$ cat src/rtl/assert_macros.svh
// Assertion macros shared by the allocator RTL.
// No dependencies.
`ifndef ASSERT_MACROS_SVH
`define ASSERT_MACROS_SVH
// Implication checked on every clock edge outside reset.
`define ASSERT_IMPLIES(label, clk, rst_n, ante, cons, msg) \
    label: assert property (@(posedge clk) disable iff (!rst_n) (ante) |-> (cons)) \
        else $error(msg);
// Next-cycle implication checked outside reset.
`define ASSERT_NEXT(label, clk, rst_n, ante, cons, msg) \
    label: assert property (@(posedge clk) disable iff (!rst_n) (ante) |=> (cons)) \
        else $error(msg);
`endif

$ cat src/rtl/ffwa_pkg.sv
// Package for the first-fit word allocator: widths, status codes, command types.
// No dependencies.
package ffwa_pkg;
    localparam int unsigned HEAP_WORDS_DEF  = 134217728;
    localparam int unsigned FREE_SLOTS_DEF  = 64;
    localparam int unsigned ALLOC_SLOTS_DEF = 256;
    localparam int unsigned HEAP_BASE_DEF   = 64;
    localparam int unsigned WW = 28;   // word count / start width
    localparam int unsigned OW = 27;   // offset field width
    localparam int unsigned SW = 3;    // status width

    typedef enum logic [2:0] {
        ST_OK       = 3'd0,
        ST_BAD_SIZE = 3'd1,
        ST_NO_CAP   = 3'd2,
        ST_BLOCKED  = 3'd3,
        ST_IGNORED  = 3'd4,
        ST_FULL     = 3'd5
    } status_t;

    localparam logic FUNC_ALLOC   = 1'b0;
    localparam logic FUNC_RELEASE = 1'b1;

    // Controller -> datapath commands.
    typedef struct packed {
        logic load;        // capture request
        logic scan_clr;    // clear scan results
        logic scan_free;   // examine one free entry (read data valid)
        logic scan_alloc;  // examine one alloc entry
        logic rd_free;     // issue free table read at index
        logic rd_alloc;    // issue alloc table read at index
        logic idx_clr;
        logic idx_inc;
        logic commit_alloc;
        logic commit_rel;
        logic rd_above;    // read free table at found above slot
        logic fault_set;
        logic res_load;
    } cmd_t;

    // Datapath -> controller status.
    typedef struct packed {
        logic       func;
        logic       req_bad;
        logic       idx_last_free;
        logic       idx_last_alloc;
        logic       best_found;
        logic       cap_ok;
        logic       alloc_slot_found;
        logic       free_slot_found;
        logic       match_found;
        logic       above_found;
        logic       below_found;
        logic       off_zero;
    } stat_t;
endpackage

$ cat src/rtl/ffwa_ctrl.sv
// Allocator sequencer: walks the free and allocation tables and commits.
// Depends on ffwa_pkg.
module ffwa_ctrl (
    input  logic            clk,
    input  logic            rst_n,
    input  logic            in_valid,
    output logic            in_ready,
    output logic            out_valid,
    input  logic            out_ready,
    input  logic            enable,
    input  logic            fault,
    input  ffwa_pkg::stat_t st,
    output ffwa_pkg::cmd_t  cmd,
    output logic            busy
);
    import ffwa_pkg::*;

    typedef enum logic [7:0] {
        S_IDLE   = 8'b0000_0001,
        S_ASCAN  = 8'b0000_0010,  // scan alloc table
        S_FSCAN  = 8'b0000_0100,  // scan free table
        S_FLAST  = 8'b0000_1000,  // last free data
        S_DECIDE = 8'b0001_0000,
        S_ABOVE  = 8'b0010_0000,  // read above entry length
        S_MERGE  = 8'b0100_0000,
        S_DONE   = 8'b1000_0000
    } state_t;

    state_t state_reg, state_next;
    logic   out_valid_reg, out_valid_next;
    logic   alast_reg, alast_next;   // alloc scan has one more read in flight

    assign in_ready  = (state_reg == S_IDLE) && !out_valid_reg;
    assign out_valid = out_valid_reg;
    assign busy      = (state_reg != S_IDLE);

    always_comb
    begin
        state_next     = state_reg;
        out_valid_next = out_valid_reg && !out_ready;
        alast_next     = alast_reg;
        cmd            = '0;
        unique case (state_reg)
            S_IDLE:
            begin
                if (in_valid && in_ready)
                begin
                    cmd.load     = 1'b1;
                    cmd.scan_clr = 1'b1;
                    cmd.idx_clr  = 1'b1;
                    cmd.rd_alloc = 1'b1;
                    alast_next   = 1'b0;
                    state_next   = S_ASCAN;
                end
            end
            S_ASCAN:
            begin
                // One entry read per cycle; data of previous index checked here.
                cmd.scan_alloc = 1'b1;
                if (alast_reg)
                begin
                    cmd.idx_clr = 1'b1;
                    cmd.rd_free = 1'b1;
                    state_next  = S_FSCAN;
                end
                else
                begin
                    cmd.idx_inc  = 1'b1;
                    cmd.rd_alloc = 1'b1;
                    alast_next   = st.idx_last_alloc;
                end
            end
            S_FSCAN:
            begin
                cmd.scan_free = 1'b1;
                if (st.idx_last_free)
                begin
                    state_next = S_FLAST;
                end
                else
                begin
                    cmd.idx_inc = 1'b1;
                    cmd.rd_free = 1'b1;
                end
            end
            S_FLAST:
            begin
                cmd.scan_free = 1'b1;
                state_next    = S_DECIDE;
            end
            S_DECIDE:
            begin
                cmd.res_load = 1'b1;
                state_next   = S_DONE;
                if (st.func == FUNC_ALLOC)
                begin
                    if (enable && !fault)
                    begin
                        if (st.req_bad || (!st.best_found && !st.cap_ok)
                            || !st.alloc_slot_found)
                        begin
                            cmd.fault_set = 1'b1;
                        end
                        else
                        begin
                            cmd.commit_alloc = 1'b1;
                        end
                    end
                end
                else if (!st.off_zero && !fault && st.match_found)
                begin
                    if (!st.above_found && !st.below_found && !st.free_slot_found)
                    begin
                        cmd.fault_set = 1'b1;
                    end
                    else if (st.above_found && st.below_found)
                    begin
                        cmd.res_load = 1'b0;
                        cmd.rd_above = 1'b1;
                        state_next   = S_ABOVE;
                    end
                    else
                    begin
                        cmd.commit_rel = 1'b1;
                    end
                end
            end
            S_ABOVE:
            begin
                // keep the above entry on the RAM outputs for the merge
                cmd.rd_above = 1'b1;
                state_next   = S_MERGE;
            end
            S_MERGE:
            begin
                cmd.commit_rel = 1'b1;
                cmd.res_load   = 1'b1;
                state_next     = S_DONE;
            end
            S_DONE:
            begin
                out_valid_next = 1'b1;
                state_next     = S_IDLE;
            end
            default:
            begin
                state_next = S_IDLE;
            end
        endcase
    end

    always_ff @(posedge clk or negedge rst_n)
    begin
        if (!rst_n)
        begin
            state_reg     <= S_IDLE;
            out_valid_reg <= 1'b0;
            alast_reg     <= 1'b0;
        end
        else
        begin
            state_reg     <= state_next;
            out_valid_reg <= out_valid_next;
            alast_reg     <= alast_next;
        end
    end
endmodule

$ cat config.mk
export PLATFORM = sky130hd
export DESIGN_NAME = ffwa_ctrl
export DESIGN_NICKNAME = d
export VERILOG_FILES = /design/src/rtl/assert_macros.svh /design/src/rtl/ffwa_pkg.sv /design/src/rtl/ffwa_ctrl.sv
export SDC_FILE = /design/constraint.sdc
export NUM_CORES = 1
export LEC_CHECK = 0
export BUFFER_PORTS_ARGS = -buffer_cell sky130_fd_sc_hd__clkbuf_2
export CORE_MARGIN = 2
export CORE_UTILIZATION = 43
export CTS_CLUSTER_DIAMETER = 120
export DETAILED_ROUTE_END_ITERATION = 8
export GPL_ROUTABILITY_DRIVEN = 0
export GPL_TIMING_DRIVEN = 0
export PLACE_DENSITY = 0.77
export SETUP_SLACK_MARGIN = 0.5
export SLEW_MARGIN = 20
export SYNTH_ARGS = -nofsm -noshare
export SYNTH_HDL_FRONTEND = slang
export SYNTH_SLANG_ARGS = --single-unit
$ cat constraint.sdc
create_clock -name clk -period 2 [get_ports clk]
set_input_delay 0.4 -clock clk [delete_from_list [all_inputs] [get_ports clk]]
set_output_delay 0.4 -clock clk [all_outputs]
set_load 0.02 [all_outputs]
# --- Word level (Yosys, flattened, before mapping) ---
# Index checks and enable logic that the tools add are counted.
word_totals:
  in_bits: 18
  elab_cells: 82
  reg_bits: 10
classes:
  reduce_logical: 26
  muxes: 41
  eq_ne: 12
ops:
  columns: ["op", "count"]
  rows:
  - ["$mux 8", 7]
  - ["$pmux 8 s7", 1]
  - ["$mux 1", 21]
  - ["$pmux 1 s2", 6]
  - ["$logic_and 1x1->1", 10]
  - ["$logic_not 1->1", 10]
  - ["$eq 8x1->1 const B", 1]
  - ["$eq 8x2->1 const B", 1]
  - ["$eq 8x3->1 const B", 1]
  - ["$eq 8x4->1 const B", 1]
  - ["$eq 8x5->1 const B", 1]
  - ["$eq 8x6->1 const B", 1]
  - ["$eq 8x7->1 const B", 1]
  - ["$eq 8x8->1 const B", 1]
  - ["$mux 2", 4]
  - ["$ne 8x1->1 const B", 1]
  - ["$mux 4", 1]
  - ["$ne 2x2->1 const B", 2]
  - ["$pmux 2 s2", 1]
  - ["$reduce_and 3->1", 1]
  - ["$logic_or 1x1->1", 2]
  - ["$ne 2x1->1 const B", 1]
  - ["$reduce_and 2->1", 1]
  - ["$reduce_bool 2->1", 1]
  - ["$reduce_or 2->1", 1]

# --- Longest topological paths before layout ---
logic_depth:
  ltp_word: 8
  mapped_depth: 5
  depth_no_buf: 5

# --- Least setup slack after synthesis ---
# Ideal clock, no wire load.
synth_path:
  path_type: "register to output"
  from: "register state_reg[7]"
  to: "output cmd[12] in the netlist's numbering"
  setup_slack_ns: 0.011
  t_arrival_ns: 1.589
  path_stages_with_launch: 6
  path_cell_list: "dfrtp_1 nor4_4 nand4b_2 nand3b_4 inv_2 buf_4"
synth_rtl:
  columns: ["element", "line", "source"]
  rows:
  - ["from (decl)", "ffwa_ctrl.sv:29", "state_t state_reg, state_next;"]
  - ["from (signal assigned)", "ffwa_ctrl.sv:162", "state_reg <= state_next;"]
  - ["to (decl)", "ffwa_ctrl.sv:13", "output ffwa_pkg::cmd_t cmd,"]

==> impl_summary.txt <==
----------------------------------------------------
[Status]
  Status ... finished, violations left
  Failing checks ... setup timing

[Global route]
  Initial antenna violation count ... 0
  Number of global-route vias before repair ... 790
  All-layer global routing usage ... 28.0%
  Wire length of the first global-routing pass ... 3.73 mm
  Largest net degree at the start of global routing ... 11
  Global route total overflow ... 0

[Synthesis]
  Mean cell area of the mapped netlist ... 9.35 µm²
  Simple-gate share of the synthesized area ... 40.5%
  Top area cells in the synthesized netlist ... dfrtp_1, nor4_4, nor2_1, nand4b_1, nand2_1
  Part of the Yosys area used for sequential elements ... 38.4%
  Top cells by count, synth ... nor2_1, dfrtp_1, nand2_1
  Area fraction in compound gates after synthesis ... 15.5%
  Summed instance area of the synthesized netlist ... 654 µm²
  Register bit count reported by yosys ... 10
  Gate count after technology mapping ... 70
  Combinational family with the most area after synthesis ... simple AND/OR/NAND/NOR gates
  Yosys synthesis warning count ... 0
  Most frequent cell after synthesis ... nor2_1
  Cell accounting for the most synthesized area ... dfrtp_1
  Area share of xor/xnor cells in the synthesized design ... 2.68%
  Mapped Nets ... 88
  Number of flops mapped to enable cells by yosys ... 0
  Area fraction of the dominant cell type after synthesis ... 34.4%
  Asr flop ratio synth ... 100%
  Number of distinct library cell variants in the gate-level netlist after synthesis ... 27
  Ys flop type ... dfrtp_1
  Adder and majority cell fraction of the synthesized area ... 0%
  Multiplexer area fraction after synthesis ... 0%

[Setup path]
  Startpoint of the most critical register-to-register path ... state_reg[4]
  CP peak stage delay ... 0.45 ns
  Cells along the critical path ... nor4_4, buf_4, nand4b_4, or2_4, o21ai_4, buf_8
  Reg2Reg Setup Slack ... 0.14 ns
  Largest fanout on the critical path ... 3
  Family of cells with the greatest summed delay on the critical path ... simple AND/OR/NAND/NOR gates
  Required time worst endpoint ... 1.60 ns
  Buffers & Inverters on Critical Path ... 2
  Data arrival at the endpoint of the critical path ... 1.96 ns
  Worst setup EP type ... output pin
  Depth of the most critical reg-to-reg path ... 7
  Max stage delay cell, worst path ... dfrtp_2
  Crit Path Class ... reg2out
  Capture instance of the worst register-to-register path ... state_reg[3]
  Worst setup SP type ... register

[Power]
  Standby leakage power ... 0.645 nW
  Switching Power ... 0.562 mW
  Combinational Power Share ... 64.1%
  Share of power burned in registers ... 21.6%
  Share of power burned in the clock network ... 14.3%
  Ratio of total power to cell area ... 1030 nW/µm²
  Peak VDD IR ... 1010 µV
  Internal power contribution ... 0.823 mW
  Switch share ... 40.6%

[Drt]
  Sum of routed wire length over all layers ... 3.38 mm
  Routed len/inst ... 22.8 µm
  Routed wire length on met3 ... 262 µm
  DRC violation count after routing ... 0
  Highest routed metal layer ... met4
  Total via count in the routed design ... 943
  1st-pass router iterations ... 4
  Detailed-route vias per instance ... 6.37
  Antenna Violating Nets Remaining ... 0
  Length of routed met2 wiring ... 1.67 mm
  Met1 WL ... 1.20 mm
  Number of DRC markers after the initial detailed-route iteration ... 50

[STA]
  Time the worst path needs with I/O delays and setup ... 2.36 ns
  Count of final setup violators ... 13
  Final setup slack of the worst path ... -0.358 ns
  Final hold viol count ... 0
  Final critical-path share of the clock period ... 118%
  Setup repair after global routing missed its margin ... true
  Actual slew at the worst max-slew pin ... 0.380 ns
  Relative slew slack ... 74.5%
  Final slew viol count ... 0
  Largest clock skew in the final design ... 0.00894 ns
  F_max ... 424 MHz
  Worst hold margin ... 0.348 ns

[Floorplan]
  Total Die Area ... 1850 µm²
  Initial Utilization ... 44.5%
  Core area ... 1470 µm²
  Die X ... 43.0 µm
  Die boundary height ... 43.0 µm
  I/O pin total ... 34
  Row Count ... 14

[Layout]
  Share of cells above drive strength 1 ... 69.7%
  Number of flip-flops under the largest register name ... 8
  Post-layout instance area ... 1350 µm²
  Number of standard cells in the layout, taps in and fillers out ... 148
  Layout overhead on the synthesized area ... 106%
  Final core occ ... 91.6%
  ANT cells ... 0
  Number of nets in the layout ... 151
  Count of filler cells inserted in the layout ... 57

[Placement]
  DP Area ... 912 µm²
  Detailed Place HPWL ... 1.28 mm
  Number of buffers inserted by port buffering ... 33
  Cell count after placement ... 119

[CTS]
  Clock sink count ... 10
  Clock insertion delay at the later pin of the skew report ... 0.29 ns
  Clock transition time at the flip-flop clock pins of the worst setup and hold paths ... 0.08 ns
  Cts bufs inserted ... 3
  Worst-case clock buffer depth ... 2
  Maximum level of the CTS H-tree ... 1
  TritonCTS clock tree ... built
  Clock root buffer master ... clkbuf_4

[Worst hold path]
  Hold path depth ... 2
  Start point of the worst hold path ... out_ready
  Classification of the worst-slack hold path ... in2reg
  WHS Endpoint ... out_valid

[Job]
  Max-cap violations ... 0

----------------------------------------------------
-- cell type report --
type | instances | area [µm²] | area share (%)
multi-input combinational | 56 | 510 | 37.9
timing repair buffer | 58 | 500 | 37.1
sequential | 10 | 255 | 18.9
clock buffer | 4 | 36.3 | 2.69
tap | 16 | 20.0 | 1.49
inverter | 3 | 13.8 | 1.02
buffer | 1 | 11.3 | 0.836
-- power groups by stage --
stage	registers [mW]	clock network [mW]	logic (mW)
floorplan	0.283	0	0.332
global placement	0.287	0	0.441
detailed placement	0.292	0	0.448
CTS	0.284	0.183	0.712
global route	0.301	0.206	0.922
finish	0.300	0.197	0.888
-- cells in the final DEF (no fill, tap or decap), drive strengths merged --
cell	instances
xnor2	2
nand3	1
dfrtp	9
a31oi	1
nand3b	1
nor3b	4
or2	2
dlygate4sd3	1
nor4	2
nor2	11
o211ai	2
nand2b	1
nand4b	6
o21ai	7
o22ai	2
a21oi	2
dfstp	1
inv	3
clkbuf	23
buf	39
nor3	2
nand2	8
o21bai	1
a21o	1
-- per-stage QoR --
stage / worst slack [ns] / TNS (ns) / total power, mW
floorplan: 0.0937 / 0 / 0.615
global placement: -0.0581 / -0.175 / 0.728
detailed placement: -0.127 / -0.373 / 0.740
CTS: -0.211 / -1.82 / 1.18
global route: -0.411 / -3.61 / 1.43
finish: -0.358 / -2.98 / 1.39
-- per-layer routing --
layer,global-route usage (%),up-vias
li1,-,376
met1,31.6,456
met2,47.9,83
met3,8.94,28
met4,12.1,0
met5,0,-
-- worst reg2reg max path: stages, from the launching register on --
cell      delay (ns)
dfrtp_2         0.43
nor4_4          0.27
buf_4           0.18
nand4b_1        0.21
buf_4           0.22
buf_6           0.11
o211ai_1        0.22
a21oi_1         0.11
-- worst max-delay path by stage --
stage | start | end | slack [ns] | depth (start not counted)
final | state_reg[1] | cmd[3] | -0.36 | 6
after global routing | state_reg[1] | cmd[3] | -0.41 | 6
after CTS | state_reg[1] | cmd[0] | -0.21 | 5
after detailed placement | state_reg[1] | cmd[3] | -0.13 | 5
after global placement | state_reg[1] | cmd[3] | -0.06 | 5
after floorplan | state_reg[4] | cmd[7] | 0.09 | 4
-- cells by family (layout without fill, tap and decap cells) --
logic type | Yosys count | after routing
and+or+nand+nor | 38 | 38
AOI/OAI and AO/OA | 16 | 16
DFF | 10 | 10
buffers and inverters | 4 | 66
xor gates and xnor gates | 2 | 2
-- what timing repair did --
action,4_1_cts,5_1_grt
hold buffers,1,0
pin swaps,12,12
gates cloned,0,0
resized for setup,37,27
buffers inserted,13,11
endpoints found under the hold margin,9,0
setup endpoints to repair,20,21
No activity file was read; power rests on OpenSTA's default activity.
